--- src/hdl/psc_pkg.sv ---
// Types, widths and constants of the pressure compensation pipeline.
`timescale 1ns / 1ps

package psc_pkg;

  // Register map
  localparam int NumRegs = 6;
  localparam int AddrW   = $clog2(4 * NumRegs);
  localparam int IdxW    = AddrW - 2;
  localparam int CalW    = 16;
  localparam int DataW   = 32;

  typedef enum logic [IdxW-1:0] {
    REG_SENS     = 0,
    REG_OFFSET   = 1,
    REG_TCS      = 2,
    REG_TCO      = 3,
    REG_TREF     = 4,
    REG_TEMPSENS = 5
  } reg_idx_e;

  // Algorithm constants
  localparam int TempBase = 2000;
  localparam int TempCold = -1500;
  localparam int ShTref   = 8;
  localparam int ShTemp   = 23;
  localparam int ShTco    = 7;
  localparam int ShTcs    = 8;
  localparam int ShOff    = 16;
  localparam int ShSensC  = 15;
  localparam int ShT2Lo   = 33;
  localparam int ShT2Hi   = 37;
  localparam int DivSens  = 2097152;
  localparam int DivPress = 32768;
  localparam int ShSens   = $clog2(DivSens);
  localparam int ShPress  = $clog2(DivPress);

  // Datapath widths
  localparam int RawW   = 24;
  localparam int DtW    = RawW + 1;
  localparam int MulW   = DtW + CalW + 1;
  localparam int SqW    = 2 * RawW;
  localparam int FloW   = MulW - ShTemp;
  localparam int TmpW   = FloW + 1;
  localparam int OffW   = 48;
  localparam int T2LoW  = SqW - ShT2Lo + 2;
  localparam int T2HiW  = SqW + 3 - ShT2Hi;
  localparam int DdW    = 2 * FloW;
  localparam int EeW    = 2 * TmpW;
  localparam int CorrW  = 46;
  localparam int Tmp2W  = TmpW + 1;
  localparam int SplitW = 24;
  localparam int PhW    = (OffW - SplitW) + DtW;
  localparam int PlW    = SplitW + RawW;
  localparam int SumW   = PhW + SplitW + 1;
  localparam int QW     = SumW - ShSens;
  localparam int RW     = QW + 1;
  localparam int PrW    = RW - ShPress;
  localparam int OutW   = 32;

  // Pipeline stages
  localparam int StgDt    = 0;
  localparam int StgMul   = 1;
  localparam int StgFirst = 2;
  localparam int StgSq    = 3;
  localparam int StgCorr  = 4;
  localparam int StgSub   = 5;
  localparam int StgPart  = 6;
  localparam int StgAcc   = 7;
  localparam int StgQuo   = 8;
  localparam int StgRem   = 9;
  localparam int StgPress = 10;
  localparam int NumStg   = 11;

  typedef struct packed {
    logic [CalW-1:0] sens;
    logic [CalW-1:0] offset;
    logic [CalW-1:0] tcs;
    logic [CalW-1:0] tco;
    logic [CalW-1:0] tref;
    logic [CalW-1:0] tempsens;
  } cal_t;

  typedef struct packed {
    logic [NumStg-1:0] ld;
    logic              in_rdy;
    logic              out_vld;
  } pipe_ctl_t;

  // First-order results
  typedef struct packed {
    logic signed [FloW-1:0] d;
    logic signed [TmpW-1:0] e;
    logic signed [TmpW-1:0] temp1;
    logic signed [OffW-1:0] off1;
    logic signed [OffW-1:0] sens1;
    logic [T2LoW-1:0]       t2lo;
    logic [T2HiW-1:0]       t2hi;
    logic                   low;
    logic                   cold;
    logic [RawW-1:0]        raw_press;
  } first_t;

  // Second-order corrected values
  typedef struct packed {
    logic signed [Tmp2W-1:0] temp2;
    logic signed [OffW-1:0]  off;
    logic signed [OffW-1:0]  sens;
    logic [RawW-1:0]         raw_press;
  } second_t;

endpackage

--- src/hdl/psc_ctrl.sv ---
// Stage valid bits and per-stage load enables with bubble collapse.
`timescale 1ns / 1ps

module psc_ctrl import psc_pkg::*; (
  input  logic      clk_i,
  input  logic      rst_ni,
  input  logic      in_valid_i,
  input  logic      out_ready_i,
  output pipe_ctl_t ctl_o
);

  logic [NumStg-1:0] vld_d, vld_q;
  logic [NumStg-1:0] en;

  // A stage may move when some stage at or downstream of it is empty, or the sink takes.
  always_comb begin
    for (int k = 0; k < NumStg; k++) begin
      en[k] = out_ready_i ||
              !(&(vld_q | ((NumStg'(1) << k) - NumStg'(1))));
    end
  end

  always_comb begin
    vld_d[0]    = en[0] ? in_valid_i : vld_q[0];
    ctl_o.ld[0] = en[0] && in_valid_i;
    for (int k = 1; k < NumStg; k++) begin
      vld_d[k]    = en[k] ? vld_q[k-1] : vld_q[k];
      ctl_o.ld[k] = en[k] && vld_q[k-1];
    end
    ctl_o.in_rdy  = en[0];
    ctl_o.out_vld = vld_q[NumStg-1];
  end

  always_ff @(posedge clk_i or negedge rst_ni) begin
    if (!rst_ni) begin
      vld_q <= '0;
    end else begin
      vld_q <= vld_d;
    end
  end

endmodule

--- config.mk ---
export PLATFORM = sky130hd
export DESIGN_NAME = psc_ctrl
export DESIGN_NICKNAME = d
export VERILOG_FILES = /design/src/hdl/psc_pkg.sv /design/src/hdl/psc_ctrl.sv
export SDC_FILE = /design/constraint.sdc
export NUM_CORES = 1
export LEC_CHECK = 0
export BUFFER_PORTS_ARGS = -buffer_cell sky130_fd_sc_hd__buf_2
export CAP_MARGIN = 0
export CORE_AREA = 10 10 47 49
export CTS_CLUSTER_DIAMETER = 30
export DETAILED_ROUTE_END_ITERATION = 12
export DIE_AREA = 0 0 57 59
export GPL_ROUTABILITY_DRIVEN = 1
export MAX_ROUTING_LAYER = met4
export PLACE_DENSITY = 0.69
export SYNTH_ARGS = -nofsm -noshare
export SYNTH_HDL_FRONTEND = slang
export SYNTH_SLANG_ARGS = --single-unit
--- constraint.sdc ---
create_clock -name clk_i -period 2.5 [get_ports clk_i]
set_input_delay 0.75 -clock clk_i [delete_from_list [all_inputs] [get_ports clk_i]]
set_output_delay 0.75 -clock clk_i [all_outputs]
set_load 0.03 [all_outputs]
Yosys cells after proc, flatten, opt, wreduce, memory -nomap -nowiden
Cells that the tools add are included.

Reductions and logical operators: 43.

Operators with widths (number): logical AND 1 bit (11); zero test 1 bit (11); logical OR 1 bit (11); AND reduction 11 bit (1); AND reduction 10 bit (1); AND reduction 9 bit (1); AND reduction 8 bit (1); AND reduction 7 bit (1); AND reduction 6 bit (1); AND reduction 5 bit (1); AND reduction 4 bit (1); AND reduction 3 bit (1); AND reduction 2 bit (1).

Output and inout bits: 13. Logic and storage cells: 54. Flip-flop bits (word level): 11. Bits of input ports: 4.

Depth between registers and ports, before layout
Word-level depth: 4. Gate-level depth with buffers: 5. Gate-level depth less buffers: 2.

Least setup slack after synthesis
No wires, ideal clock.

Path type: input-to-output. From: input port out_ready_i. To: output port ctl_o[6] (netlist bit). Stages on the path: 4. Required time: 1.750 ns. Data arrival time: 1.710 ns. Path slack: 0.040 ns. Path buffers: 2. Cells stage by stage: and3b_1 > buf_6 > buf_6 > a31oi_1.

RTL lines: from (decl) (RTL line psc_ctrl.sv:8) `input logic out_ready_i,`; to (decl) (RTL line psc_ctrl.sv:9) `output pipe_ctl_t ctl_o`.

==> results.cfg <==
[clock_tree]
clk_path_buf_depth = 2
clk_latency_ns = 0.26
cts_tree = done
cts_buffers = 3
holdBufCountCts = 0
cts_resized = 0
path_clk_slew_ns = 0.07
root_buffer = clkbuf_4
cts_setup_buffers = 0
clock_sinks = 11
ctsHtreeMaxLevel = 1

[layout]
final_cell_mix = buf_2 (16), dfrtp_1 (11), inv_1 (7)
multi_input_comb_area_sq_um = 268
largest_registers = vld_q: 11 flops
diodes = 0
fillerInstances = 143
final_nets = 78
stdcell_area_sq_um = 711
utilization_pct = 50.7
drive_gt1_share_pct = 34.2
regMostFlops = vld_q
area_growth_pct = 12.5
largest_reg_flops = 11
ff_latch_area_sq_um = 275
final_common_cell = buf_2

[global_routing]
grt_use_total_pct = 7.99
antenna_found_initial = 0
grt_pass1_wl_mm = 2.06
overflow = 0
grt_max_degree = 14
grt_pass1_vias = 473

[synthesis]
ys_warn_count = 0
ys_ff_latch = 11
synthFlopType = dfrtp_1
synth_edf_count = 0
syn_area_sq_um = 632
synth_cells = 57
async_flop_share_pct = 100
avgSynthCellArea_sq_um = 11.1
synth_fp_nets = 61
yosys.cell_types.count = 25
yosysSeqAreaShare_pct = 43.6

[detailed_routing]
dr.pass1.iters = 3
routedWlPerCell_microns = 13.4
drt_wl_total_mm = 1.19
remaining_drc_errors = 0
vias_per_cell = 5.36
dr_total_vias = 477
ant_nets = 0
drt_iter0_markers = 5

[timing]
max_freq_mhz = 428
rsz0062_at_grt = false
finalHoldViolCount = 0
min_period_ns = 2.34
finalClockSkew_ns = 0.00319
tns_ns = 0
setup_viol_count_final = 0
whs_ns = 0.333
relSlewSlack_pct = 76.5
worst_slew_pin_slew_ns = 0.352
finalCritPeriodShare_pct = 93.5
drv_slew = 0

[pwr]
power_density_nw_per_um2 = 907
peakVddDrop_mv = 0.409
p_leak_nw = 0.343
power_w = 0.000644

[critical_path]
reg2reg_depth = 3
crit_top_cell = buf_2
critical-path-top-delay-family = buffers and inverters
setup.worst_path.end_class = output pin
crit_chain = buf_2 -> and3b_1 -> buf_4 -> a41oi_2 -> buf_2
cp-start-kind = primary input
cp.depth = 5
crit_buf_inv = 3
worst_ep_required_time_ns = 1.75
slowest_delay_ns = 0.22
cp_max_fo = 6
path_class = primary input to output pin
cp_data_arrival_time_ns = 1.59
cp_slowest_cell = buf_2

[floorplanning]
initial_core_util_pct = 45.1
placementRows = 14
die_w_microns = 57
dieArea_sq_um = 3360
core_sq_um = 1400
io_pins = 17
die_h_microns = 59

[place]
gp_congestion = 0.732
post_dp_cell_area_sq_um = 684
hpwl_microns = 921
io_buffers = 16

[hold_path]
hold_class = primary input to asynchronous set/reset pin

[flow_run]
drv_cap = 0

[outcome]
outcome = finished clean
-- report_power, final --
part	switching (W)	internal, W	leakage [nW]
clock network	0.0000552	0.0000617	0.0150
registers	0.0000358	0.000208	0.118
logic	0.000189	0.0000952	0.209
total	0.000280	0.000364	0.343
-- metrics by stage --
step / cells / worst slack [ns]
final: 89 / 0.162
after global routing: 89 / 0.0980
after CTS: 89 / 0.164
after detailed placement: 85 / 0.166
after global placement: 85 / 0.178
after floorplan: 57 / 0.0399
-- cell families after synthesis --
family	share of synthesized area, %
AND/OR/NAND/NOR	16.0
buffers and inverters	14.1
AO/OA/AOI/OAI	26.3
flip-flops	43.6
-- metal layers --
metal	vias to the layer above	part of all wire (%)	GRT usage (%)
met2	13	42	10.9
met3	4	8.5	3.86
met1	217	46	8.79
li1	243	-	-
met4	0	3.1	6.04
met5	-	0	-
-- cell type report --
class / instances / area share, %
Tap cell: 16 / 2.82
Timing Repair Buffer: 18 / 13.4
Clock buffer: 4 / 3.70
Inverter: 7 / 3.70
Sequential cell: 11 / 38.7
Multi-Input combinational cell: 33 / 37.7
-- Yosys cell counts (all sizes together), types with 2 or more instances --
cell type  count  share of area, %
a21o           2               2.4
nand2b         3               3.0
a21boi         2               2.4
a31oi          3               3.0
and2           3               3.0
inv            7               4.2
dfrtp         11                44
buf            6               9.9
nand4          2               2.0
and3           2               2.8
a41o           3               4.8
a31o           2               2.8
a41oi          3               7.7
-- path summary, 6_finish.rpt --
kind / slack, ns / end / from
hold reg to reg: 0.50 / vld_q[1]$_DFFE_PN0P_ / vld_q[0]$_DFFE_PN0P_
setup / recovery: 0.16 / ctl_o[5] / out_ready_i
setup reg to reg: 1.39 / vld_q[3]$_DFFE_PN0P_ / vld_q[9]$_DFFE_PN0P_
max in group asynchronous: 1.97 / vld_q[3]$_DFFE_PN0P_ / rst_ni
hold / removal: 0.33 / vld_q[4]$_DFFE_PN0P_ / rst_ni
min in group clk_i: 0.50 / vld_q[1]$_DFFE_PN0P_ / vld_q[0]$_DFFE_PN0P_
Note: power is estimated with default switching activity, not from simulation.
