**config.mk**
```make
export PLATFORM = sky130hd
export DESIGN_NAME = psc_second
export DESIGN_NICKNAME = d
export VERILOG_FILES = /design/src/hdl/psc_pkg.sv /design/src/hdl/psc_second.sv
export SDC_FILE = /design/constraint.sdc
export NUM_CORES = 2
export LEC_CHECK = 0
export ABC_AREA = 1
export BUFFER_PORTS_ARGS = -buffer_cell sky130_fd_sc_hd__buf_2
export CAP_MARGIN = 20
export CORE_UTILIZATION = 45
export DETAILED_ROUTE_END_ITERATION = 7
export PLACE_DENSITY = 0.74
export SLEW_MARGIN = 10
export SYNTH_ARGS = -nofsm -noshare
export SYNTH_HDL_FRONTEND = slang
export SYNTH_SLANG_ARGS = --single-unit
```
**constraint.sdc**
```tcl
create_clock -name clk_i -period 5.9 [get_ports clk_i]
set_input_delay 0.295 -clock clk_i [delete_from_list [all_inputs] [get_ports clk_i]]
set_output_delay 0.295 -clock clk_i [all_outputs]
set_load 0.02 [all_outputs]
```
**src/hdl/psc_pkg.sv**
```systemverilog
// Types, widths and constants of the pressure compensation pipeline.
`timescale 1ns / 1ps

package psc_pkg;

  // Register map
  localparam int NumRegs = 6;
  localparam int AddrW   = $clog2(4 * NumRegs);
  localparam int IdxW    = AddrW - 2;
  localparam int CalW    = 16;
  localparam int DataW   = 32;

  typedef enum logic [IdxW-1:0] {
    REG_SENS     = 0,
    REG_OFFSET   = 1,
    REG_TCS      = 2,
    REG_TCO      = 3,
    REG_TREF     = 4,
    REG_TEMPSENS = 5
  } reg_idx_e;

  // Algorithm constants
  localparam int TempBase = 2000;
  localparam int TempCold = -1500;
  localparam int ShTref   = 8;
  localparam int ShTemp   = 23;
  localparam int ShTco    = 7;
  localparam int ShTcs    = 8;
  localparam int ShOff    = 16;
  localparam int ShSensC  = 15;
  localparam int ShT2Lo   = 33;
  localparam int ShT2Hi   = 37;
  localparam int DivSens  = 2097152;
  localparam int DivPress = 32768;
  localparam int ShSens   = $clog2(DivSens);
  localparam int ShPress  = $clog2(DivPress);

  // Datapath widths
  localparam int RawW   = 24;
  localparam int DtW    = RawW + 1;
  localparam int MulW   = DtW + CalW + 1;
  localparam int SqW    = 2 * RawW;
  localparam int FloW   = MulW - ShTemp;
  localparam int TmpW   = FloW + 1;
  localparam int OffW   = 48;
  localparam int T2LoW  = SqW - ShT2Lo + 2;
  localparam int T2HiW  = SqW + 3 - ShT2Hi;
  localparam int DdW    = 2 * FloW;
  localparam int EeW    = 2 * TmpW;
  localparam int CorrW  = 46;
  localparam int Tmp2W  = TmpW + 1;
  localparam int SplitW = 24;
  localparam int PhW    = (OffW - SplitW) + DtW;
  localparam int PlW    = SplitW + RawW;
  localparam int SumW   = PhW + SplitW + 1;
  localparam int QW     = SumW - ShSens;
  localparam int RW     = QW + 1;
  localparam int PrW    = RW - ShPress;
  localparam int OutW   = 32;

  // Pipeline stages
  localparam int StgDt    = 0;
  localparam int StgMul   = 1;
  localparam int StgFirst = 2;
  localparam int StgSq    = 3;
  localparam int StgCorr  = 4;
  localparam int StgSub   = 5;
  localparam int StgPart  = 6;
  localparam int StgAcc   = 7;
  localparam int StgQuo   = 8;
  localparam int StgRem   = 9;
  localparam int StgPress = 10;
  localparam int NumStg   = 11;

  typedef struct packed {
    logic [CalW-1:0] sens;
    logic [CalW-1:0] offset;
    logic [CalW-1:0] tcs;
    logic [CalW-1:0] tco;
    logic [CalW-1:0] tref;
    logic [CalW-1:0] tempsens;
  } cal_t;

  typedef struct packed {
    logic [NumStg-1:0] ld;
    logic              in_rdy;
    logic              out_vld;
  } pipe_ctl_t;

  // First-order results
  typedef struct packed {
    logic signed [FloW-1:0] d;
    logic signed [TmpW-1:0] e;
    logic signed [TmpW-1:0] temp1;
    logic signed [OffW-1:0] off1;
    logic signed [OffW-1:0] sens1;
    logic [T2LoW-1:0]       t2lo;
    logic [T2HiW-1:0]       t2hi;
    logic                   low;
    logic                   cold;
    logic [RawW-1:0]        raw_press;
  } first_t;

  // Second-order corrected values
  typedef struct packed {
    logic signed [Tmp2W-1:0] temp2;
    logic signed [OffW-1:0]  off;
    logic signed [OffW-1:0]  sens;
    logic [RawW-1:0]         raw_press;
  } second_t;

endpackage

```
**src/hdl/psc_second.sv**
```systemverilog
// Second-order stages: squares of the band distances, band select, corrected OFF/SENS.
`timescale 1ns / 1ps

module psc_second import psc_pkg::*; (
  input  logic      clk_i,
  input  pipe_ctl_t ctl_i,
  input  first_t    first_i,
  output second_t   second_o
);

  // stage: squares
  first_t         f_q;
  logic [DdW-1:0] dd_d, dd_q;
  logic [EeW-1:0] ee_d, ee_q;

  assign dd_d = DdW'(first_i.d * first_i.d);
  assign ee_d = EeW'(first_i.e * first_i.e);

  always_ff @(posedge clk_i) begin
    if (ctl_i.ld[StgSq]) begin
      f_q  <= first_i;
      dd_q <= dd_d;
      ee_q <= ee_d;
    end
  end

  // stage: band select
  logic [CorrW-1:0]        dd3, dd5, ee7, ee4;
  logic [CorrW-1:0]        off2_d, sens2_d, off2_q, sens2_q;
  logic [T2LoW-1:0]        t2;
  logic signed [Tmp2W-1:0] temp2_d, temp2_q;
  logic signed [OffW-1:0]  off1_q, sens1_q;
  logic [RawW-1:0]         rp_q;

  always_comb begin
    dd3 = CorrW'({dd_q, 1'b0}) + CorrW'(dd_q);
    dd5 = CorrW'({dd_q, 2'b00}) + CorrW'(dd_q);
    ee7 = CorrW'({ee_q, 3'b000}) - CorrW'(ee_q);
    ee4 = CorrW'({ee_q, 2'b00});
    if (f_q.low) begin
      off2_d  = dd3 >> 1;
      sens2_d = dd5 >> 3;
      t2      = f_q.t2lo;
      if (f_q.cold) begin
        off2_d  = off2_d + ee7;
        sens2_d = sens2_d + ee4;
      end
    end else begin
      off2_d  = CorrW'(dd_q >> 4);
      sens2_d = '0;
      t2      = T2LoW'(f_q.t2hi);
    end
    temp2_d = Tmp2W'(f_q.temp1) - signed'(Tmp2W'(t2));
  end

  always_ff @(posedge clk_i) begin
    if (ctl_i.ld[StgCorr]) begin
      off2_q  <= off2_d;
      sens2_q <= sens2_d;
      temp2_q <= temp2_d;
      off1_q  <= f_q.off1;
      sens1_q <= f_q.sens1;
      rp_q    <= f_q.raw_press;
    end
  end

  // stage: corrected OFF and SENS
  second_t second_d, second_q;

  always_comb begin
    second_d.temp2     = temp2_q;
    second_d.off       = off1_q - signed'(OffW'(off2_q));
    second_d.sens      = sens1_q - signed'(OffW'(sens2_q));
    second_d.raw_press = rp_q;
  end

  always_ff @(posedge clk_i) begin
    if (ctl_i.ld[StgSub]) begin
      second_q <= second_d;
    end
  end

  assign second_o = second_q;

endmodule

```
-- Word level (Yosys, flattened, before mapping)
Index checks and enable logic that the tools add are counted.
- bits in registers: 625
- word-level logic and storage cells: 38
- add/subtract/negate cells: 8
- multipliers: 2
- multiplexer cells: 4
- reductions and logical operators: 1
- operators by type and width (kind ; number):
    $sub A48 B47 Y48 ; 2
    $add A40 B44 Y45 ; 1
    $mux W45 ; 1
    $sub A43 B40 Y44 ; 1
    $add A38 B42 Y43 ; 1
    $mux W43 ; 1
    $add A40 B38 Y41 ; 1
    $add A39 B38 Y40 ; 1
    $mul A20 B20 Y40 ; 1
    $mul A19 B19 Y38 ; 1
    $mux W34 ; 1
    $sub A20 B18 Y21 ; 1
    $mux W17 ; 1
    $reduce_and A2 Y1 ; 1

-- Longest topological paths before layout
- depth after elaboration: 4
- mapped depth: 29

-- Least setup slack after synthesis
OpenSTA, ideal clock, no wires.
- path kind: input to register
- start: input first_i[192] in the netlist's numbering
- end: register ee_q[38] (data pin)
- arrival time: 6.242 ns
- required time: 5.642 ns
- path slack: -0.600 ns
- cell stages on the path: 23
- cells stage by stage: clkbuf_1 clkbuf_1 nand2_1 fa_1 fa_1 inv_1 fa_1 inv_1 fa_1 inv_1 fa_1 inv_1 fa_1 fa_1 inv_1 ha_1 nand2_1 nor2_1 inv_1 nor4_1 nand3_1 nand3_1 xor2_1
- longest elaborated chain between the ends: 1
- ends and longest elaborated chain (item ; RTL line ; text):
    from (decl) ; psc_second.sv:7 ; input first_t first_i,
    $mul A20 B20 Y40 ; psc_second.sv:17 ; assign ee_d = EeW'(first_i.e * first_i.e);
    named net ee_d[38] ; psc_second.sv:14 ; logic [EeW-1:0] ee_d, ee_q;
    to (signal assigned) ; psc_second.sv:23 ; ee_q <= ee_d;
    to (decl) ; psc_second.sv:14 ;
The timed path passes the listed nets, and every way through them passes these cells.
A chain may end at the register's enable or synchronous reset.

-- Worst setup path in the final report
- start: input first_i[185] in the netlist's numbering
- end: register ee_q[35] (data pin)
The elaborated chain is that of the path after synthesis.

==> metrics <==
outcome=finished, final reports clean; largest family of logic cells by synthesized area=adder cells; Root Buffer=clkbuf_16; fin crit share=95.9%; sequential share of the synthesized area=27.8%; Setup violations, final=0; post-route insts no fill=10,800; dominant synthesized flop cell=edfxtp_1; count of final max-slew check failures=0; Max-Cap Viols=0; CP Launch Type=input pin; CP top delay family=adder cells; gp weighted congestion=1.05; Area after DPL=0.0750 mm²; Bufs and invs on worst path=7; CP most frequent cell=fa_1; RR Startpoint=ee_q[17]$_DFFE_PP_; Die ar.=0.150 mm²; vias=56,300; Synth Warn #=0; EDFF count, synth=619; Multi-input gate area=0.0414 mm²; Total GRT Usage=28.0%; Crit Path Max Fanout=16; layout cells sized above 1=12.8%; initial antenna violation count=8; drt pass-1 iters=6; Cell Area, Synth=0.0667 mm²; compound-gate portion of the synthesized area=9.33%; post-synthesis simple-gate area fraction=16.2%; core area=0.146 mm²; CTS H-tree lvls=2; PortBufs=356; synthesized net count=9,295; number of global-route vias before repair=58,500; CP cell instances=clkbuf_4 -> nand2_1 -> inv_1 -> fa_1 -> inv_1 -> fa_1 -> inv_1 -> fa_1 -> fa_1 -> fa_1 -> fa_1 -> inv_1 -> fa_1 -> inv_1 -> ha_1 -> nand2_1 -> o21ai_1 -> a21oi_4 -> buf_4 -> o31ai_2 -> a21oi_1 -> xnor2_1; Num CTS Buffers=61; hold slack=64.7 ps; RSZ-0062 raised after global routing=yes; worst stage delay on the critical path=540 ps; register area=0.0186 mm²; detailed placement HPWL=178,000 µm; Worst-path clk slew=60 ps; TritonCTS clock tree=yes; placed cell count=10,500; CTS Buffer Depth=3; Fin Clk Skew=35.2 ps; crit path from=first_i[185]; DRT antenna net count=0; CP arrival=6060 ps; design area=0.0789 mm²; Max-Slew Margin vs Limit=26.0%; Mapped Cells=7,822; CP endpoint kind=register; Slew @ Worst Pin=1110 ps; row cnt=140; clock latency on the worst-skew pair=670 ps; DRC Markers=0; Initial Utilization=45.6%; post-layout min period=5660 ps; Hold Crit Class=in -> reg; asr flop ratio synth=0%; Syn Area/Cell=8.53 µm²; area grow syn2layout=18.2%; Critical Path RT=6300 ps; I/O pin cnt=367; global-route wire length before repair=327,000 µm; Via-to-Cell Ratio=5.21; Hold Startpoint=ctl_i[5]; nets@finish=10,300; library cells used by synthesis=66; pin count of the biggest net entering global routing=155; global route overflow=0; Synth Area in XOR/XNOR=4.17%; Die X=387 µm; WL/cell=19.6 µm; fill count=13,200; fmax=0.177 GHz; adder-cell share of the synthesized area=31.5%; critical setup path kind=in -> reg; DIE HEIGHT=387 µm; Final Routed Wirelength=211,000 µm; Synth Register Bits=619; Final Hold Vio Count=0; Critical-path top delay cell=fa_1; DRT iter0 DRCs=4,532; clock sinks=619; post-synthesis mux area share=0.180%
## state kept, by name, summed over array words and instances, names as in the netlist
| register | count |
|---|---|
| dd_q | 37 |
| ee_q | 39 |
| f_q | 173 |
| off1_q | 48 |
| off2_q | 45 |
| rp_q | 24 |
| second_o | 141 |
| sens1_q | 48 |
| sens2_q | 43 |
| temp2_q | 21 |
## worst reg2reg max path, cell delays in order, from the launching register on
cell and delay [ps]:
edfxtp_1 650, inv_1 100, ha_1 380, nand2_1 110
nor2_1 220, nand2_1 110, nor2_1 250, a21oi_1 170
o21ai_0 320, nand2_1 130, nand2_1 90, xor2_1 420
ha_1 380, inv_1 100, o21ai_0 150, a21oi_1 260
o21ai_0 220, a21oi_1 210, nand4_1 120, nand3_1 240
nand2_1 90, a21oi_1 300
## through the flow
step / utilization, % / setup TNS [ps] / worst slack, ps
detailed placement: 51.2 / -15170 / -626
global placement: 51.2 / -11280 / -518
global route: 53.9 / -4.68 / -4.68
CTS: 53.8 / 0 / 74.2
finish: 53.9 / 0 / 239
floorplan: - / -21.0 / -21.0
## worst paths after layout
path | end | slack, ps | depth (start not counted)
max reg2reg | off2_q[34]$_SDFFCE_PN0P_ | 660 | 21
max | ee_q[35]$_DFFE_PP_ | 240 | 22
min reg2reg | rp_q[21]$_DFFE_PP_ | 400 | 0
min | f_q[117]$_DFFE_PP_ | 60 | 1
## logic make-up after synthesis
| family | count (synthesis) |
|---|---|
| buffers and inverters | 1895 |
| other | 1 |
| flip-flops | 619 |
| AND/OR/NAND/NOR | 2647 |
| XOR/XNOR | 317 |
| adder cells (fa/ha/maj) | 1247 |
| multiplexers | 12 |
| AO/OA/AOI/OAI | 1084 |
## placed cells by master (no fill, tap or decap), drive strengths merged, types with 12 or more instances in the layout
cell type	instances
nand3	265
nand4	46
ha	522
o21bai	69
dlygate4sd3	173
a31oi	84
nor2	656
o21a	18
nand2	1546
nor4	26
a21o	52
o211ai	19
edfxtp	619
fa	725
nor3	61
xor2	203
clkbuf	84
a21boi	29
mux2i	12
or2	23
a21oi	435
inv	1786
buf	880
clkinv	29
o21ai	343
xnor2	114
## per-layer routing
| metal | up-vias | part of all wire [%] | GRT usage [%] |
|---|---|---|---|
| met2 | 2034 | 48 | 48.3 |
| met3 | 488 | 5.7 | 3.00 |
| met1 | 27100 | 41 | 34.9 |
| met5 | - | 0.013 | 0 |
| li1 | 26700 | - | - |
| met4 | 4 | 5.8 | 14.0 |
## cells in the mapped netlist (4+ instances only)
master	n	area, µm²
a21boi_0	20	150
a21boi_1	5	37.5
a21o_1	52	390
a21oi_1	431	2160
a21oi_2	4	35.0
a31oi_1	84	526
and3_1	11	68.8
buf_1	21	78.8
clkbuf_1	85	319
edfxtp_1	619	18600
fa_1	725	14500
ha_1	522	6530
inv_1	1779	6680
mux2i_1	12	120
nand2_1	1531	5750
nand2_2	15	93.8
nand3_1	257	1290
nand3_2	8	80.1
nand3b_1	7	52.6
nand4_1	46	288
nor2_1	647	2430
nor2_2	9	56.3
nor3_1	52	260
nor3_2	9	90.1
nor4_1	25	156
o2111ai_1	4	35.0
o211ai_1	18	135
o21a_1	18	135
o21ai_0	299	1500
o21ai_1	30	150
o21ai_2	14	123
o21bai_1	66	495
o221ai_1	8	70.1
o22ai_1	6	37.5
or2_1	7	43.8
or2_2	14	87.6
xnor2_1	114	998
xor2_1	202	1770
## what timing repair did
action / in CTS / in global routing
endpoints found under the setup margin: 0 / 18
gates resized for setup: 0 / 43
hold buffers: 173 / 0
endpoints found under the hold margin: 173 / 0
setup buffers: 0 / 0
## cell type report
type,instances,area share (%)
Clock buffer,73,2.02
Clock inverter,40,0.533
Inverter,1783,8.49
Timing Repair Buffer,1064,9.89
Tap cell,1917,3.04
Multi-Input combinational cell,5308,52.5
Antenna cell,5,0.0159
Sequential cell,619,23.6
Power is left out: the tool's default activity adds up to more than one toggle a clock period on the data nets, which glitch-free logic cannot reach.
