**src/hdl/psc_pkg.sv**
```systemverilog
// Types, widths and constants of the pressure compensation pipeline.
`timescale 1ns / 1ps

package psc_pkg;

  // Register map
  localparam int NumRegs = 6;
  localparam int AddrW   = $clog2(4 * NumRegs);
  localparam int IdxW    = AddrW - 2;
  localparam int CalW    = 16;
  localparam int DataW   = 32;

  typedef enum logic [IdxW-1:0] {
    REG_SENS     = 0,
    REG_OFFSET   = 1,
    REG_TCS      = 2,
    REG_TCO      = 3,
    REG_TREF     = 4,
    REG_TEMPSENS = 5
  } reg_idx_e;

  // Algorithm constants
  localparam int TempBase = 2000;
  localparam int TempCold = -1500;
  localparam int ShTref   = 8;
  localparam int ShTemp   = 23;
  localparam int ShTco    = 7;
  localparam int ShTcs    = 8;
  localparam int ShOff    = 16;
  localparam int ShSensC  = 15;
  localparam int ShT2Lo   = 33;
  localparam int ShT2Hi   = 37;
  localparam int DivSens  = 2097152;
  localparam int DivPress = 32768;
  localparam int ShSens   = $clog2(DivSens);
  localparam int ShPress  = $clog2(DivPress);

  // Datapath widths
  localparam int RawW   = 24;
  localparam int DtW    = RawW + 1;
  localparam int MulW   = DtW + CalW + 1;
  localparam int SqW    = 2 * RawW;
  localparam int FloW   = MulW - ShTemp;
  localparam int TmpW   = FloW + 1;
  localparam int OffW   = 48;
  localparam int T2LoW  = SqW - ShT2Lo + 2;
  localparam int T2HiW  = SqW + 3 - ShT2Hi;
  localparam int DdW    = 2 * FloW;
  localparam int EeW    = 2 * TmpW;
  localparam int CorrW  = 46;
  localparam int Tmp2W  = TmpW + 1;
  localparam int SplitW = 24;
  localparam int PhW    = (OffW - SplitW) + DtW;
  localparam int PlW    = SplitW + RawW;
  localparam int SumW   = PhW + SplitW + 1;
  localparam int QW     = SumW - ShSens;
  localparam int RW     = QW + 1;
  localparam int PrW    = RW - ShPress;
  localparam int OutW   = 32;

  // Pipeline stages
  localparam int StgDt    = 0;
  localparam int StgMul   = 1;
  localparam int StgFirst = 2;
  localparam int StgSq    = 3;
  localparam int StgCorr  = 4;
  localparam int StgSub   = 5;
  localparam int StgPart  = 6;
  localparam int StgAcc   = 7;
  localparam int StgQuo   = 8;
  localparam int StgRem   = 9;
  localparam int StgPress = 10;
  localparam int NumStg   = 11;

  typedef struct packed {
    logic [CalW-1:0] sens;
    logic [CalW-1:0] offset;
    logic [CalW-1:0] tcs;
    logic [CalW-1:0] tco;
    logic [CalW-1:0] tref;
    logic [CalW-1:0] tempsens;
  } cal_t;

  typedef struct packed {
    logic [NumStg-1:0] ld;
    logic              in_rdy;
    logic              out_vld;
  } pipe_ctl_t;

  // First-order results
  typedef struct packed {
    logic signed [FloW-1:0] d;
    logic signed [TmpW-1:0] e;
    logic signed [TmpW-1:0] temp1;
    logic signed [OffW-1:0] off1;
    logic signed [OffW-1:0] sens1;
    logic [T2LoW-1:0]       t2lo;
    logic [T2HiW-1:0]       t2hi;
    logic                   low;
    logic                   cold;
    logic [RawW-1:0]        raw_press;
  } first_t;

  // Second-order corrected values
  typedef struct packed {
    logic signed [Tmp2W-1:0] temp2;
    logic signed [OffW-1:0]  off;
    logic signed [OffW-1:0]  sens;
    logic [RawW-1:0]         raw_press;
  } second_t;

endpackage

```
**src/hdl/psc_press.sv**
```systemverilog
// Pressure stages: split SENS*D1 product, truncating divides, output register.
`timescale 1ns / 1ps

module psc_press import psc_pkg::*; (
  input  logic                   clk_i,
  input  pipe_ctl_t              ctl_i,
  input  second_t                second_i,
  output logic signed [OutW-1:0] temp_centi_o,
  output logic signed [OutW-1:0] press_deci_o
);

  // stage: partial products, SENS cut into a signed high and unsigned low half
  logic signed [PhW-1:0]   ph_d, ph_q;
  logic [PlW-1:0]          pl_d, pl_q;
  logic signed [OffW-1:0]  off6_q;
  logic signed [Tmp2W-1:0] tmp6_q;

  assign ph_d = signed'(second_i.sens[OffW-1:SplitW]) * signed'({1'b0, second_i.raw_press});
  assign pl_d = second_i.sens[SplitW-1:0] * second_i.raw_press;

  always_ff @(posedge clk_i) begin
    if (ctl_i.ld[StgPart]) begin
      ph_q   <= ph_d;
      pl_q   <= pl_d;
      off6_q <= second_i.off;
      tmp6_q <= second_i.temp2;
    end
  end

  // stage: full product
  logic signed [SumW-1:0]  s_d, s_q;
  logic signed [OffW-1:0]  off7_q;
  logic signed [Tmp2W-1:0] tmp7_q;

  assign s_d = (SumW'(ph_q) <<< SplitW) + signed'(SumW'(pl_q));

  always_ff @(posedge clk_i) begin
    if (ctl_i.ld[StgAcc]) begin
      s_q    <= s_d;
      off7_q <= off6_q;
      tmp7_q <= tmp6_q;
    end
  end

  // stage: divide by 2^21 toward zero (floor, plus one for a negative inexact value)
  logic signed [QW-1:0]    q_d, q_q;
  logic                    q_adj;
  logic signed [OffW-1:0]  off8_q;
  logic signed [Tmp2W-1:0] tmp8_q;

  assign q_adj = s_q[SumW-1] && (s_q[ShSens-1:0] != '0);
  assign q_d   = QW'(s_q >>> ShSens) + signed'(QW'(q_adj));

  always_ff @(posedge clk_i) begin
    if (ctl_i.ld[StgQuo]) begin
      q_q    <= q_d;
      off8_q <= off7_q;
      tmp8_q <= tmp7_q;
    end
  end

  // stage: subtract OFF
  logic signed [RW-1:0]    r_d, r_q;
  logic signed [Tmp2W-1:0] tmp9_q;

  assign r_d = RW'(q_q) - RW'(off8_q);

  always_ff @(posedge clk_i) begin
    if (ctl_i.ld[StgRem]) begin
      r_q    <= r_d;
      tmp9_q <= tmp8_q;
    end
  end

  // stage: divide by 2^15 toward zero, output register
  logic signed [PrW-1:0]  p_full;
  logic                   p_adj;
  logic signed [OutW-1:0] press_q, temp_q;

  assign p_adj  = r_q[RW-1] && (r_q[ShPress-1:0] != '0);
  assign p_full = PrW'(r_q >>> ShPress) + signed'(PrW'(p_adj));

  always_ff @(posedge clk_i) begin
    if (ctl_i.ld[StgPress]) begin
      press_q <= p_full[OutW-1:0];
      temp_q  <= OutW'(tmp9_q);
    end
  end

  assign temp_centi_o = temp_q;
  assign press_deci_o = press_q;

endmodule

```
**config.mk**
```make
export PLATFORM = sky130hd
export DESIGN_NAME = psc_press
export DESIGN_NICKNAME = d
export VERILOG_FILES = /design/src/hdl/psc_pkg.sv /design/src/hdl/psc_press.sv
export SDC_FILE = /design/constraint.sdc
export NUM_CORES = 2
export LEC_CHECK = 0
export BUFFER_PORTS_ARGS = -buffer_cell sky130_fd_sc_hd__buf_4
export CAP_MARGIN = 30
export CORE_MARGIN = 2
export CORE_UTILIZATION = 55
export CTS_CLUSTER_DIAMETER = 50
export DETAILED_ROUTE_END_ITERATION = 7
export PLACE_DENSITY = 0.82
export SYNTH_ARGS = -nofsm -noshare
export SYNTH_HDL_FRONTEND = slang
export SYNTH_SLANG_ARGS = --single-unit
```
**constraint.sdc**
```tcl
create_clock -name clk_i -period 7.55 [get_ports clk_i]
set_clock_uncertainty 0.15 [all_clocks]
set_input_delay 0.755 -clock clk_i [delete_from_list [all_inputs] [get_ports clk_i]]
set_output_delay 0.755 -clock clk_i [all_outputs]
set_load 0.01 [all_outputs]
```
Word-level counts from Yosys, hierarchy flattened
Cells that the tools add are included.
- bits in registers: 559
- output and inout bits: 64
- $add $sub $neg: 4
- $mul: 2
- reduce and logical (&&, ||, !) cells: 4
- operator list (operator ; count):
    73-bit by 49-bit adder with 74-bit output ; 1
    53-bit by 48-bit subtractor with 54-bit output ; 1
    53-bit by 2-bit adder with 53-bit output ; 1
    24-bit by 25-bit multiplier with 49-bit output ; 1
    24-bit by 24-bit multiplier with 48-bit output ; 1
    32-bit by 2-bit adder with 32-bit output ; 1
    21-bit nonzero test ; 1
    15-bit nonzero test ; 1
    1-bit logical AND ; 2

Logic depth before layout (Yosys ltp)
- depth in word-level cells: 3
- mapped depth: 28
- gate-level depth less buffers: 25

Least setup slack after synthesis
Ideal clock, no wire load.
- path type: input to register
- from: input second_i[5] (netlist bit)
- to: register pl_q[44] (data pin)
- arrival time: 7.105 ns
- required time: 7.141 ns
- setup slack: 0.036 ns
- cell stages on the path: 25
- cells stage by stage: clkbuf_1 -> clkbuf_1 -> nand2_1 -> fa_1 -> inv_1 -> fa_1 -> inv_1 -> fa_1 -> fa_1 -> inv_1 -> fa_1 -> fa_1 -> inv_1 -> fa_1 -> inv_1 -> ha_1 -> a211oi_1 -> nor2_1 -> o31ai_1 -> nand3_1 -> o31a_1 -> a311oi_1 -> o31ai_1 -> a21oi_1 -> xnor2_1
- word-level cells in the longest chain between the ends: 1
- ends and longest elaborated chain (element ; RTL line ; source):
    start, declared ; psc_press.sv:7 ; input second_t second_i,
    24-bit by 24-bit multiplier with 48-bit output ; psc_press.sv:19 ; assign pl_d = second_i.sens[SplitW-1:0] * second_i.raw_press;
    via pl_d[44] ; psc_press.sv:14 ; logic [PlW-1:0] pl_d, pl_q;
    end signal, assigned ; psc_press.sv:24 ; pl_q <= pl_d;
    end, declared ; psc_press.sv:14 ;
The timed path passes the listed nets, and every way through them passes these cells.
A chain may end at the register's enable or synchronous reset.

Worst setup path in the final report
- from: input second_i[33] (netlist bit)
- to: register pl_q[39] (data pin)
The elaborated chain is that of the path after synthesis.

==> metrics.md <==
| Metric | Value |
|---|---|
| Largest net degree at the start of global routing | slightly below 80 |
| Leading area contributor after synthesis | fa_1 |
| Post-CTS Hold Fix Bufs | 0 |
| GRT overflow | 0 |
| Post-synth top area share | 31.6% |
| Tcrit/Tclk final | 96.9% |
| Synthesis Warnings | 0 |
| Worst R2R Setup Slack | ~3.8 ns |
| Post-synth EDFFs | around 550 |
| Worst rel slew slack | 35.7% |
| Critical Path RT | approximately 7.7 ns |
| Die W | between 300 and 400 um |
| Status | finished, final reports clean |
| Main synth FF type | edfxtp_1 |
| Worst Hold Launch | second_i[94] |
| Tmin final | between 7 and 8 ns |
| Global Route Usage Sum | between 20% and 30% |
| Mapped Nets | 7474 |
| Clk buf depth | 3 |
| Worst setup endpoint | pl_q[39] |
| Post-detail-place hpwl | approximately 120000 um |
| Synth top area cells | fa_1, edfxtp_1, ha_1, inv_1, and2_1 |
| Synth cell count leaders | inv_1, fa_1, nand2_1, and2_1, edfxtp_1 |
| CP delay by family, top | adder cells |
| Synthesized area | 0.0612 mm2 |
| Tightest Hold Check Type | in -> reg |
| Site Rows | between 100 and 150 |
| WL per Instance | approximately 18 um |
| Die area | between 0.1 and 0.15 mm2 |
| Syn avg cell area | between 10 and 15 um2 |
| Initial Utilization | between 50 and 60% |
| Final-report max-slew violation count | 0 |
| Fmax achieved | between 0.1 and 0.15 GHz |
| Final non-filler cell total | just under 8000 |
| Vias | 42200 |
| Critical-path top delay cell | fa_1 |
| Top-level port count | 219 |
| PortBufs | between 200 and 250 |
| CP Class | in -> reg |
| DRC viols | 0 |
| Worst slew pin tran | approximately 0.96 ns |
| Critical Path Sink Type | flip-flop |
| First DRT Iteration DRCs | approximately 3000 |
| Synth async-reset ratio | 0% |
| Final setup viols | 0 |
| Reg-to-Reg Start | s_q[12] |
| Htree depth | 2 |
| CP Max Fanout | 11 |
| Vias in the first global route | around 46000 |
| Most frequent cell after synthesis | inv_1 |
| Max-Cap Viols | 0 |
| TritonCTS clock tree | done |
| Die height | between 300 and 400 um |
| Crit path launch type | input port |
| Crit path arrival time | 7.50 ns |
| Skew-Pair Late Insertion Delay | 0.60 ns |
| Critical R2R Capture | q_q[49] |
| CP most frequent cell | fa_1 |
| RSZ-0062 raised after global routing | true |
| Critical path origin | second_i[33] |
| Critical path's largest stage delay | 0.59 ns |
| ANT nets after route | 0 |
| First-pass GRT wire length | about 230000 um |
| Clock transition at the registers of the reported paths | roughly 0.070 ns |
| Total CTS buffers | 50 |
| CP Depth | 25 |
| TritonRoute pass-1 iters | 6 |
| Netlist cell types | 75 |
| R2R depth | 12 |
| Via density per instance | between 5 and 6 |
| Syn Inst Count | 5896 |
| Final WL | 141000 um |
| Clk sink count | between 500 and 600 |
| Dpl cells | 7695 |
| Gp weighted congestion | ~0.9 |
| Total core area | 0.111 mm2 |
| Final Hold Vio Count | 0 |
| Buf/Inv on CP | 8 |
| Synthesized flop and latch total | roughly 550 |
| Final net count | 7838 |
| Area growth, synth to finish | 11.7% |
| Fraction of layout cells with a size suffix above 1 | a little over a tenth |
| Fillers | between 8000 and 9000 |
| Initial antenna violation count | 7 |
| Seq/Total Area, Yosys | 27.1% |
| Root buffer cell | clkbuf_16 |
cell type report:
cell class	count	area (um2)	share of cell area, %
flip-flops and latches	553	16600	24.3
clock inverters	31	428	0.626
repair buffers	574	4530	6.62
multi-input cells	3898	39200	57.3
clock buffers	58	1300	1.91
inverters	1183	4440	6.50
well taps	1488	1860	2.72
diodes	4	10.0	0.0146
what timing repair did:
action                                  CTS  global route
gates resized for setup                   0            20
setup buffers                             0             1
endpoints found under the setup margin    0            17
state kept, by name (all words and copies together), names as in the netlist, 32 cells and up:
register	cells
off8_q	48
s_q	74
press_deci_o	32
off7_q	48
pl_q	48
q_q	53
ph_q	49
off6_q	48
r_q	48
metal layers:
layer	global-route usage, %	part of all wire, %	wire length (um)
met1	32.2	39	55100
met2	44.6	50	70100
met3	4.37	7.8	11000
met4	9.06	3.6	5120
met5	0	0.024	34
cells by family (layout without fill, tap and decap cells):
family	after synthesis	count (layout)	synth area share [%]
AO/OA/AOI/OAI	495	495	5.18
other	0	4	0
XOR/XNOR	254	254	3.64
flip-flops	553	553	27.1
AND/OR/NAND/NOR	1723	1723	14.1
buffers and inverters	1445	1846	8.96
multiplexers	3	3	0.0491
adder cells (fa/ha/maj)	1423	1423	41.0
worst register-to-register path: cells and delay by family (launching register included):
family | cells | cell delay, ns
adders and majority gates | 1 | 0.25
xor gates and xnor gates | 1 | 0.10
and+or+nand+nor | 9 | 2.29
AOI/OAI and AO/OA | 1 | 0.37
DFF | 1 | 0.37
layout by cell type, fill, tap and decap left out, types with 9 or more instances in the layout:
| cell | count |
|---|---|
| a31oi_1 | 21 |
| a211oi_1 | 19 |
| nor4_1 | 9 |
| nand2_1 | 732 |
| o31ai_1 | 9 |
| nor2_1 | 116 |
| inv_1 | 1183 |
| nand2b_1 | 34 |
| clkbuf_16 | 51 |
| a21oi_1 | 156 |
| nand4_1 | 33 |
| o211ai_1 | 9 |
| nor2b_1 | 29 |
| ha_1 | 457 |
| edfxtp_1 | 553 |
| buf_4 | 551 |
| buf_12 | 15 |
| xor2_1 | 75 |
| and2_1 | 570 |
| and4_1 | 15 |
| o21ai_0 | 86 |
| nand3_1 | 69 |
| o21bai_1 | 17 |
| a21o_1 | 80 |
| fa_1 | 965 |
| and3_1 | 43 |
| o21a_1 | 24 |
| nor3_1 | 33 |
| xnor2_1 | 178 |
worst min-delay path by stage:
stage                             to  cells past startpoint  slack [ns]
after floorplan            off7_q[0]                      0        0.25
after global placement        s_q[2]                      0        0.25
after detailed placement  off7_q[10]                      0        0.25
after CTS                 tmp6_q[11]                      1        0.14
after global routing      tmp6_q[13]                      1        0.15
final                     off6_q[22]                      1        0.17
metrics by stage:
step                cell area, um2  TNS (ns)  hold WS [ns]  utilization, %  setup WS, ns
CTS                          68200         0         0.140            61.7         0.106
finish                       68300         0         0.175            61.8         0.236
global route                 68300   -0.0529         0.148            61.8       -0.0302
global placement             66500     -4.88         0.250            60.2        -0.412
floorplan                    61200         0         0.250               -        0.0359
detailed placement           66500     -7.50         0.255            60.2        -0.526
Power is not shown: default switching activity piles up to over one toggle a cycle in this logic, so the estimate is an artifact.
