File: src/hdl/psc_pkg.sv
// Types, widths and constants of the pressure compensation pipeline.
`timescale 1ns / 1ps

package psc_pkg;

  // Register map
  localparam int NumRegs = 6;
  localparam int AddrW   = $clog2(4 * NumRegs);
  localparam int IdxW    = AddrW - 2;
  localparam int CalW    = 16;
  localparam int DataW   = 32;

  typedef enum logic [IdxW-1:0] {
    REG_SENS     = 0,
    REG_OFFSET   = 1,
    REG_TCS      = 2,
    REG_TCO      = 3,
    REG_TREF     = 4,
    REG_TEMPSENS = 5
  } reg_idx_e;

  // Algorithm constants
  localparam int TempBase = 2000;
  localparam int TempCold = -1500;
  localparam int ShTref   = 8;
  localparam int ShTemp   = 23;
  localparam int ShTco    = 7;
  localparam int ShTcs    = 8;
  localparam int ShOff    = 16;
  localparam int ShSensC  = 15;
  localparam int ShT2Lo   = 33;
  localparam int ShT2Hi   = 37;
  localparam int DivSens  = 2097152;
  localparam int DivPress = 32768;
  localparam int ShSens   = $clog2(DivSens);
  localparam int ShPress  = $clog2(DivPress);

  // Datapath widths
  localparam int RawW   = 24;
  localparam int DtW    = RawW + 1;
  localparam int MulW   = DtW + CalW + 1;
  localparam int SqW    = 2 * RawW;
  localparam int FloW   = MulW - ShTemp;
  localparam int TmpW   = FloW + 1;
  localparam int OffW   = 48;
  localparam int T2LoW  = SqW - ShT2Lo + 2;
  localparam int T2HiW  = SqW + 3 - ShT2Hi;
  localparam int DdW    = 2 * FloW;
  localparam int EeW    = 2 * TmpW;
  localparam int CorrW  = 46;
  localparam int Tmp2W  = TmpW + 1;
  localparam int SplitW = 24;
  localparam int PhW    = (OffW - SplitW) + DtW;
  localparam int PlW    = SplitW + RawW;
  localparam int SumW   = PhW + SplitW + 1;
  localparam int QW     = SumW - ShSens;
  localparam int RW     = QW + 1;
  localparam int PrW    = RW - ShPress;
  localparam int OutW   = 32;

  // Pipeline stages
  localparam int StgDt    = 0;
  localparam int StgMul   = 1;
  localparam int StgFirst = 2;
  localparam int StgSq    = 3;
  localparam int StgCorr  = 4;
  localparam int StgSub   = 5;
  localparam int StgPart  = 6;
  localparam int StgAcc   = 7;
  localparam int StgQuo   = 8;
  localparam int StgRem   = 9;
  localparam int StgPress = 10;
  localparam int NumStg   = 11;

  typedef struct packed {
    logic [CalW-1:0] sens;
    logic [CalW-1:0] offset;
    logic [CalW-1:0] tcs;
    logic [CalW-1:0] tco;
    logic [CalW-1:0] tref;
    logic [CalW-1:0] tempsens;
  } cal_t;

  typedef struct packed {
    logic [NumStg-1:0] ld;
    logic              in_rdy;
    logic              out_vld;
  } pipe_ctl_t;

  // First-order results
  typedef struct packed {
    logic signed [FloW-1:0] d;
    logic signed [TmpW-1:0] e;
    logic signed [TmpW-1:0] temp1;
    logic signed [OffW-1:0] off1;
    logic signed [OffW-1:0] sens1;
    logic [T2LoW-1:0]       t2lo;
    logic [T2HiW-1:0]       t2hi;
    logic                   low;
    logic                   cold;
    logic [RawW-1:0]        raw_press;
  } first_t;

  // Second-order corrected values
  typedef struct packed {
    logic signed [Tmp2W-1:0] temp2;
    logic signed [OffW-1:0]  off;
    logic signed [OffW-1:0]  sens;
    logic [RawW-1:0]         raw_press;
  } second_t;

endpackage

File: src/hdl/psc_cfg.sv
// APB register file holding the six calibration words.
`timescale 1ns / 1ps

module psc_cfg import psc_pkg::*; (
  input  logic             clk_i,
  input  logic             rst_ni,
  input  logic             psel,
  input  logic             penable,
  input  logic             pwrite,
  input  logic [AddrW-1:0] paddr,
  input  logic [DataW-1:0] pwdata,
  output logic [DataW-1:0] prdata,
  output logic             pready,
  output cal_t             cal_o
);

  cal_t     cal_d, cal_q;
  reg_idx_e idx;
  logic     wr;

  assign idx    = reg_idx_e'(paddr[AddrW-1:2]);
  assign pready = 1'b1;
  assign wr     = psel && penable && pwrite && pready;

  always_comb begin
    cal_d = cal_q;
    if (wr) begin
      unique case (idx)
        REG_SENS:     cal_d.sens     = pwdata[CalW-1:0];
        REG_OFFSET:   cal_d.offset   = pwdata[CalW-1:0];
        REG_TCS:      cal_d.tcs      = pwdata[CalW-1:0];
        REG_TCO:      cal_d.tco      = pwdata[CalW-1:0];
        REG_TREF:     cal_d.tref     = pwdata[CalW-1:0];
        REG_TEMPSENS: cal_d.tempsens = pwdata[CalW-1:0];
        default: ;
      endcase
    end
  end

  always_comb begin
    unique case (idx)
      REG_SENS:     prdata = DataW'(cal_q.sens);
      REG_OFFSET:   prdata = DataW'(cal_q.offset);
      REG_TCS:      prdata = DataW'(cal_q.tcs);
      REG_TCO:      prdata = DataW'(cal_q.tco);
      REG_TREF:     prdata = DataW'(cal_q.tref);
      REG_TEMPSENS: prdata = DataW'(cal_q.tempsens);
      default:      prdata = '0;
    endcase
  end

  always_ff @(posedge clk_i or negedge rst_ni) begin
    if (!rst_ni) begin
      cal_q <= '0;
    end else begin
      cal_q <= cal_d;
    end
  end

  assign cal_o = cal_q;

endmodule

File: config.mk
export PLATFORM = sky130hd
export DESIGN_NAME = psc_cfg
export DESIGN_NICKNAME = d
export VERILOG_FILES = /design/src/hdl/psc_pkg.sv /design/src/hdl/psc_cfg.sv
export SDC_FILE = /design/constraint.sdc
export NUM_CORES = 1
export LEC_CHECK = 0
export BUFFER_PORTS_ARGS = -buffer_cell sky130_fd_sc_hd__buf_2
export CORE_AREA = 5 5 108 110
export DETAILED_ROUTE_END_ITERATION = 8
export DIE_AREA = 0 0 113 115
export GPL_ROUTABILITY_DRIVEN = 0
export PLACE_DENSITY = 0.84
export SLEW_MARGIN = 40
export SYNTH_ARGS = -nofsm -noshare
export SYNTH_HDL_FRONTEND = slang
export SYNTH_SLANG_ARGS = --single-unit
File: constraint.sdc
create_clock -name clk_i -period 1.5 [get_ports clk_i]
set_clock_uncertainty 0.1 [all_clocks]
set_input_delay 0.3 -clock clk_i [delete_from_list [all_inputs] [get_ports clk_i]]
set_output_delay 0.3 -clock clk_i [all_outputs]
set_load 0.01 [all_outputs]
## Word level (Yosys, flattened, before mapping)

Index checks and enable logic that the tools add are counted.

- ROM bits: 0
- Memory bits (writable): 0
- Register bits: 96
- Output and inout bits: 129
- Memories kept: 0
- Bits in latches: 0
- Word-level logic and storage cells: 21

- Multipliers: 0
- Reductions and logical operators: 9
- Muxes and demuxes: 1
- Bitwise operators: 0
- Order comparisons: 0
- Shift-type cells: 0
- Div/mod/pow operators: 0
- Eq/ne operators: 5
- Add/subtract/negate cells: 0

Operator list:

| operator | count |
|---|---|
| case mux 16 bit (6 select lines) | 1 |
| AND reduction 2 bit | 6 |
| equality test 3 x 2 -> 1 bit, second input constant | 2 |
| equality test 3 bit, second input constant | 2 |
| equality test 3 x 1 -> 1 bit, second input constant | 1 |
| zero test 3 bit | 1 |
| logical AND 1 bit | 2 |

## Depth between registers and ports, before layout

Gate-level depths: netlist of the first run.

- Depth in word-level cells: 3
- Gate-level depth with buffers: 6

## Worst setup path before layout of the first run

OpenSTA, ideal clock, no wires.

- Path type: input to output
- Start: input paddr[4]
- End: output prdata[10]
- Data arrival time: 1.342 ns
- Setup slack: -0.242 ns
- Stages: 5
- Path through: clkbuf_2 -> nor2b_1 -> clkbuf_1 -> a221oi_1 -> a31oi_1

- Longest elaborated chain between the ends: 2

RTL lines:

| element | line | source |
|---|---|---|
| start, declared | psc_cfg.sv:10 | `input logic [AddrW-1:0] paddr,` |
| equality test 3 bit (tied with other cells) | psc_cfg.sv:41 | `unique case (idx)` |
| case mux 16 bit (6 select lines) (*) | psc_cfg.sv:41 |  |
| end, declared | psc_cfg.sv:12 | `output logic [DataW-1:0] prdata,` |

Mark *: on every way between the ends. The rest lies on a longest branch, timed or not.

## Worst setup path in the final report of the first run

- Start: register cal_q (netlist bit cal_o[17])
- End: output prdata[1]

- Longest elaborated chain between the ends: 1

RTL lines:

| element | line | source |
|---|---|---|
| start, declared | psc_cfg.sv:17 | `cal_t cal_d, cal_q;` |
| start signal, assigned | psc_cfg.sv:56 | `cal_q <= cal_d;` |
| case mux 16 bit (6 select lines) | psc_cfg.sv:41 |  |

No other way between the ends.

==> results of run 1 <==
## cell type report
cell class	count	area (um^2)	share of cell area [%]
flip-flops and latches	96	2400	36.9
multi-input cells	216	2230	34.3
repair buffers	215	1480	22.8
well taps	140	175	2.69
clock buffers	11	151	2.33
clock inverters	5	63.8	0.981
inverters	1	3.75	0.0577
## per-layer routing
layer,wire [um],GRT usage (%),vias to the layer above
met5,0,0,-
met4,420,10.0,0
met3,855,3.42,35
met2,6790,36.4,157
met1,5410,25.6,1812
li1,-,-,1606
## through the flow
| step | area (um^2) | worst slack, ns |
|---|---|---|
| floorplan | 4930 | -0.143 |
| global placement | 5970 | -0.388 |
| detailed placement | 5970 | -0.380 |
| CTS | 6410 | -0.406 |
| global route | 6510 | -0.466 |
| finish | 6510 | -0.390 |
## cell usage after synthesis
cell / n
mux2_2: 98
dfrtp_1: 96
mux2i_1: 26
buf_4: 24
nand2_1: 12
mux2_1: 10
a221oi_1: 6
a31oi_1: 6
buf_2: 6
nor2_1: 6
o221ai_1: 6
or3_1: 6
clkbuf_1: 4
nor2_4: 3
a211oi_1: 2
a21oi_1: 2
a221o_1: 2
a311o_1: 2
buf_6: 2
conb_1: 2
nand2b_1: 2
nand3_1: 2
nor3_4: 2
o21ai_0: 2
clkbuf_2: 1
inv_1: 1
nand4_2: 1
nand4b_4: 1
nor2_2: 1
nor2b_1: 1
## critical path, delay by kind of cell, from the launching register on
family / cells / cell delay [ns]
buffers and inverters: 1 / 0.14
AO/OA/AOI/OAI: 2 / 0.43
multiplexers: 1 / 0.15
flip-flops: 1 / 0.41
## power by group
| group | leakage (nW) | internal, mW | total [mW] | switching [mW] |
|---|---|---|---|---|
| logic | 1.98 | 1.41 | 2.58 | 1.17 |
| clock network | 0.111 | 0.878 | 1.80 | 0.926 |
| registers | 1.23 | 3.09 | 3.48 | 0.388 |
## path summary, 6_finish.rpt
path / from / to / slack [ns] / cells past startpoint
min: pwdata[0] / cal_o[48] / 0.13 / 2
max: cal_o[17] / prdata[1] / -0.39 / 4
max in group asynchronous: rst_ni / cal_o[84] / 0.48 / 3
min reg2reg: cal_o[6] / cal_o[6] / 0.43 / 1
max reg2reg: cal_o[92] / cal_o[92] / 0.32 / 3
min in group asynchronous: rst_ni / cal_o[80] / 0.27 / 2
## timing repair
item / CTS / global route
endpoints found under the hold margin: 22 / 0
hold buffers: 1 / 0
gates resized for setup: 17 / 14
endpoints found under the setup margin: 21 / 19
pin swaps: 4 / 2
setup buffers: 17 / 7
## logic make-up (layout without fill, tap and decap cells)
group / Yosys count / in the layout / share of synthesized area [%]
AO/OA/AOI/OAI: 28 / 28 / 4.73
AND/OR/NAND/NOR: 37 / 37 / 5.27
flip-flops: 96 / 96 / 52.2
multiplexers: 134 / 134 / 32.1
other: 2 / 17 / 0.163
buffers and inverters: 38 / 232 / 5.57
==> flow_summary_export.csv, run 1 <==
group,metric,value,unit
status,status,"finished with violations",
status,violations,"negative setup slack",
detailed_routing,via_per_inst,5.28,
die,ios,171,
cells_and_area,fillCellCount,815,
worst_setup_path,worstSetupPathType,"reg -> out",
power_and_ir_drop,power,7.86,mW
timing,final-max-slew-violation-count,0,
cells_and_area,n_antenna_cell,0,
logic_synthesis,yosysTopAreaCell,"dfrtp_1",
cells_and_area,final_cell_mix,"buf_2, dfrtp_1, mux2_2",
clock_network,root_buffer,"clkbuf_8",
clock_network,numCtsBuffers,9,
cells_and_area,utilization,61.4,%
worst_setup_path,crit_path_start_kind,"flip-flop",
die,fp.dieH,115,um
global_routing,grt_usage,21.0,%
clock_network,clk_path_buf_depth,2,
job,maxCapViolCount,0,
worst_setup_path,worstPathCellList,"mux2i_1, a211oi_1, a311o_1, buf_2",
logic_synthesis,synth-seq-area-share,52.2,%
power_and_ir_drop,cellPowerDensity,1210,mW/mm^2
logic_synthesis,synth_seq_cells,96,
die,die_w,113,um
detailed_routing,vias,3610,
clock_network,clk_latency,0.36,ns
clock_network,cts_tree,"done",
die,rows,38,
logic_synthesis,ys_warn_count,0,
die,start_util,43.4,%
worst_setup_path,arrival,1.49,ns
worst_setup_path,cpMaxStageDelayCell,"dfrtp_1",
cells_and_area,final_nets,581,
logic_synthesis,synth_top_area_share,52.2,%
power_and_ir_drop,p_leak,3.32,nW
logic_synthesis,synth_area,0.00460,mm^2
cells_and_area,area_delta_synth_final,41.3,%
die,core_area,0.0106,mm^2
timing,finalCritPeriodShare,126,%
global_routing,grt_pass1_wl,21400,um
worst_setup_path,critPathMaxStageDelay,0.41,ns
worst_setup_path,crit_fanout,3,
timing,finalHoldViolCount,0,
clock_network,cts.clk_slew.worst_paths,0.10,ns
clock_network,cts_sinks,96,
cells_and_area,largest_reg_flops,96,
timing,holdWs,0.133,ns
die,dieArea,0.0130,mm^2
worst_setup_path,crit_path_end_kind,"primary output",
detailed_routing,drc_errors,0,
timing,rsz0062_at_grt,"true",
detailed_routing,dr.pass1.iters,4,
timing,finalSetupViolations,18,
power_and_ir_drop,ir_drop,0.570,mV
timing,fin_tns_setup,-5.25,ns
cells_and_area,stdcell_count,684,
global_routing,grt_max_degree,33,
timing,period_needed,1.89,ns
cells_and_area,drive_above_1_share,64.9,%
placement,io_buffer_count,135,
hold_path,min_path_type,"in -> reg",
placement,dp_hpwl,9570,um
cells_and_area,mostFrequentLayoutCell,"buf_2",
global_routing,antenna_found_initial,0,
detailed_routing,wl_per_cell,19.7,um
logic_synthesis,synth_area_leaders,"dfrtp_1, mux2_2, mux2i_1",
detailed_routing,drt_iter0_drc,246,
detailed_routing,postRouteAntennaNets,0,
logic_synthesis,syn_inst,335,
worst_setup_path,required,1.10,ns
detailed_routing,drt-total-wl,13500,um
logic_synthesis,synth_area_per_cell,13.7,um^2
global_routing,grt_pass1_vias,3962,
timing,layout_setup_ws,-0.390,ns
timing,fmax,529,MHz
logic_synthesis,synth_cell_type_count,30,
placement,placed_cells,646,
clock_network,h-tree-depth,3,
global_routing,grt_overflow,0,
Note: power is estimated with default switching activity, not from simulation.
==> inputs of run 2 (changes only) <==
==> constraint.sdc (replaced) <==
create_clock -name clk_i -period 1.5 [get_ports clk_i]
set_clock_uncertainty 0.1 [all_clocks]
set_input_delay 0.225 -clock clk_i [delete_from_list [all_inputs] [get_ports clk_i]]
set_output_delay 0.225 -clock clk_i [all_outputs]
set_load 0.01 [all_outputs]
==> run 2 against run 1 <==
- the flow still finishes with violations (negative setup slack)
- clock power down 13%
- design area decreased by 3.2%
- clock-buffer cell count up 1
- critical path type unchanged
==> flow_summary_export.csv, run 2 (same netlist as run 1, synthesis figures left out) <==
group,metric,value,unit
status,status,"finished with violations",
status,violations,"negative setup slack",
global_routing,grt-busiest-layer,"met2",
timing,layout_setup_ws,-0.344,ns
detailed_routing,via_per_inst,5.39,
power_and_ir_drop,p_leak,3.24,nW
die,core_area,0.0106,mm^2
detailed_routing,vias,3682,
global_routing,met3_usage,4.63,%
die,rows,38,
cells_and_area,final_cell_mix,"buf_2, dfrtp_1, mux2_2",
cells_and_area,area_delta_synth_final,36.9,%
timing,finalCritPeriodShare,123,%
worst_setup_path,reg2reg_depth,3,
global_routing,grt_util_met2,36.7,%
worst_setup_path,required,1.17,ns
timing,slew_headroom,66.6,%
die,fp.dieH,115,um
detailed_routing,drt_iter0_drc,149,
die,ios,171,
hold_path,min_delay_path_depth,2,
placement,detailedPlace.worstSlack,-0.289,ns
worst_setup_path,worstPathCellList,"mux2_4, a221oi_2, a31oi_1, buf_2",
timing,finalHoldViolCount,0,
placement,io_buffer_count,135,
cells_and_area,mostFrequentLayoutCell,"buf_2",
global_routing,grt_usage,21.0,%
clock_network,clk_path_buf_depth,2,
worst_setup_path,arrival,1.52,ns
placement,placed_cells,627,
hold_path,min_from,"pwdata[15]",
global_routing,grt_overflow,0,
clock_network,h-tree-depth,3,
hold_path,hold_path_end,"cal_o[95]",
global_routing,grt_max_degree,58,
global_routing,grt_pass1_wl,21200,um
global_routing,grt_pass1_vias,3863,
worst_setup_path,cpMaxStageDelayCell,"dfrtp_1",
worst_setup_path,crit_path_start_kind,"flip-flop",
clock_network,cts_sinks,96,
detailed_routing,dr.pass1.iters,4,
timing,rsz0062_at_grt,"true",
die,dieArea,0.0130,mm^2
cells_and_area,stdcell_count,683,
global_routing,antenna_found_initial,0,
detailed_routing,postRouteAntennaNets,0,
power_and_ir_drop,ir_drop,0.586,mV
clock_network,root_buffer,"clkbuf_8",
power_and_ir_drop,cellPowerDensity,1200,mW/mm^2
worst_setup_path,r2r-end,"cal_o[78]",
clock_network,numCtsBuffers,9,
detailed_routing,drc_errors,0,
cells_and_area,final_nets,580,
timing,fmax,542,MHz
cells_and_area,drive_above_1_share,63.5,%
clock_network,clk_latency,0.36,ns
timing,final-max-slew-violation-count,0,
placement,dp_hpwl,9510,um
cells_and_area,largest_reg_flops,96,
global_routing,use_met1,26.1,%
cells_and_area,n_antenna_cell,0,
worst_setup_path,critPathMaxStageDelay,0.40,ns
worst_setup_path,crit_path_end_kind,"primary output",
worst_setup_path,ff2ff_setup_slack,0.36,ns
worst_setup_path,crit_fanout,3,
hold_path,min_path_type,"in -> reg",
detailed_routing,wl_per_cell,19.9,um
job,maxCapViolCount,0,
die,die_w,113,um
timing,period_needed,1.84,ns
clock_network,cts.clk_slew.worst_paths,0.08,ns
clock_network,cts_tree,"done",
timing,finalSetupViolations,16,
timing,worst_pin_slew,0.500,ns
detailed_routing,drt-total-wl,13600,um
worst_setup_path,r2r_start,"cal_o[78]",
die,start_util,43.4,%
worst_setup_path,worstSetupPathType,"reg -> out",
==> run 2: timing repair <==
item,CTS,global route
setup endpoints to repair,16,16
gates resized for setup,11,9
buffers inserted,31,8
pin swaps,2,2
hold endpoints to repair,96,0
hold buffers,1,0
gates cloned,0,0
==> run 2: critical path: cells and delay by family, from the launching register on <==
kind,cells,cell delay [ns]
flops,1,0.40
buf+inv,1,0.16
mux,1,0.27
compound gates,2,0.35
==> run 2: layout make-up <==
| type | count | area, um^2 |
|---|---|---|
| repair buffers | 214 | 1420 |
| inverters | 1 | 3.75 |
| multi-input cells | 216 | 2110 |
| clock buffers | 12 | 155 |
| fillers | 853 | 4300 |
| flip-flops and latches | 96 | 2400 |
| clock inverters | 4 | 27.5 |
| well taps | 140 | 175 |
==> run 2: metal layers <==
metal  vias to the layer above  routed length, um
met2                       168               6990
met3                        23               1020
met1                      1891               5290
li1                       1600                  -
met5                         -                  0
met4                         0                285
==> run 2: where the power goes <==
part / leakage (nW) / switching [mW] / internal [mW]
clock: 0.0967 / 0.875 / 0.699
combinational: 1.92 / 1.17 / 1.35
sequential: 1.23 / 0.362 / 3.09
total: 3.24 / 2.41 / 5.14
==> run 2: worst max path at each step <==
stage / depth (start not counted) / start / slack [ns] / to
after floorplan: 5 / paddr[2] / -0.07 / cal_o[87]
after global placement: 5 / paddr[3] / -0.28 / cal_o[82]
after detailed placement: 5 / paddr[3] / -0.29 / prdata[8]
after CTS: 4 / cal_o[88] / -0.33 / prdata[8]
after global routing: 4 / cal_o[85] / -0.42 / prdata[5]
final: 4 / cal_o[53] / -0.34 / prdata[5]
==> run 2: metrics by stage <==
stage | hold slack (ns) | power [mW] | util [%] | setup TNS, ns | instance area (um^2)
3_5_place_dp | 0.137 | 5.62 | 53.9 | -24.69 | 5720
3_3_place_gp | 0.134 | 5.52 | 53.9 | -20.43 | 5720
2_1_floorplan | -0.171 | 4.62 | - | -1.21 | 4760
5_1_grt | 0.0541 | 7.96 | 59.4 | -5.41 | 6300
4_1_cts | 0.0405 | 7.47 | 58.4 | -4.14 | 6190
6_report | 0.0644 | 7.54 | 59.4 | -3.98 | 6300
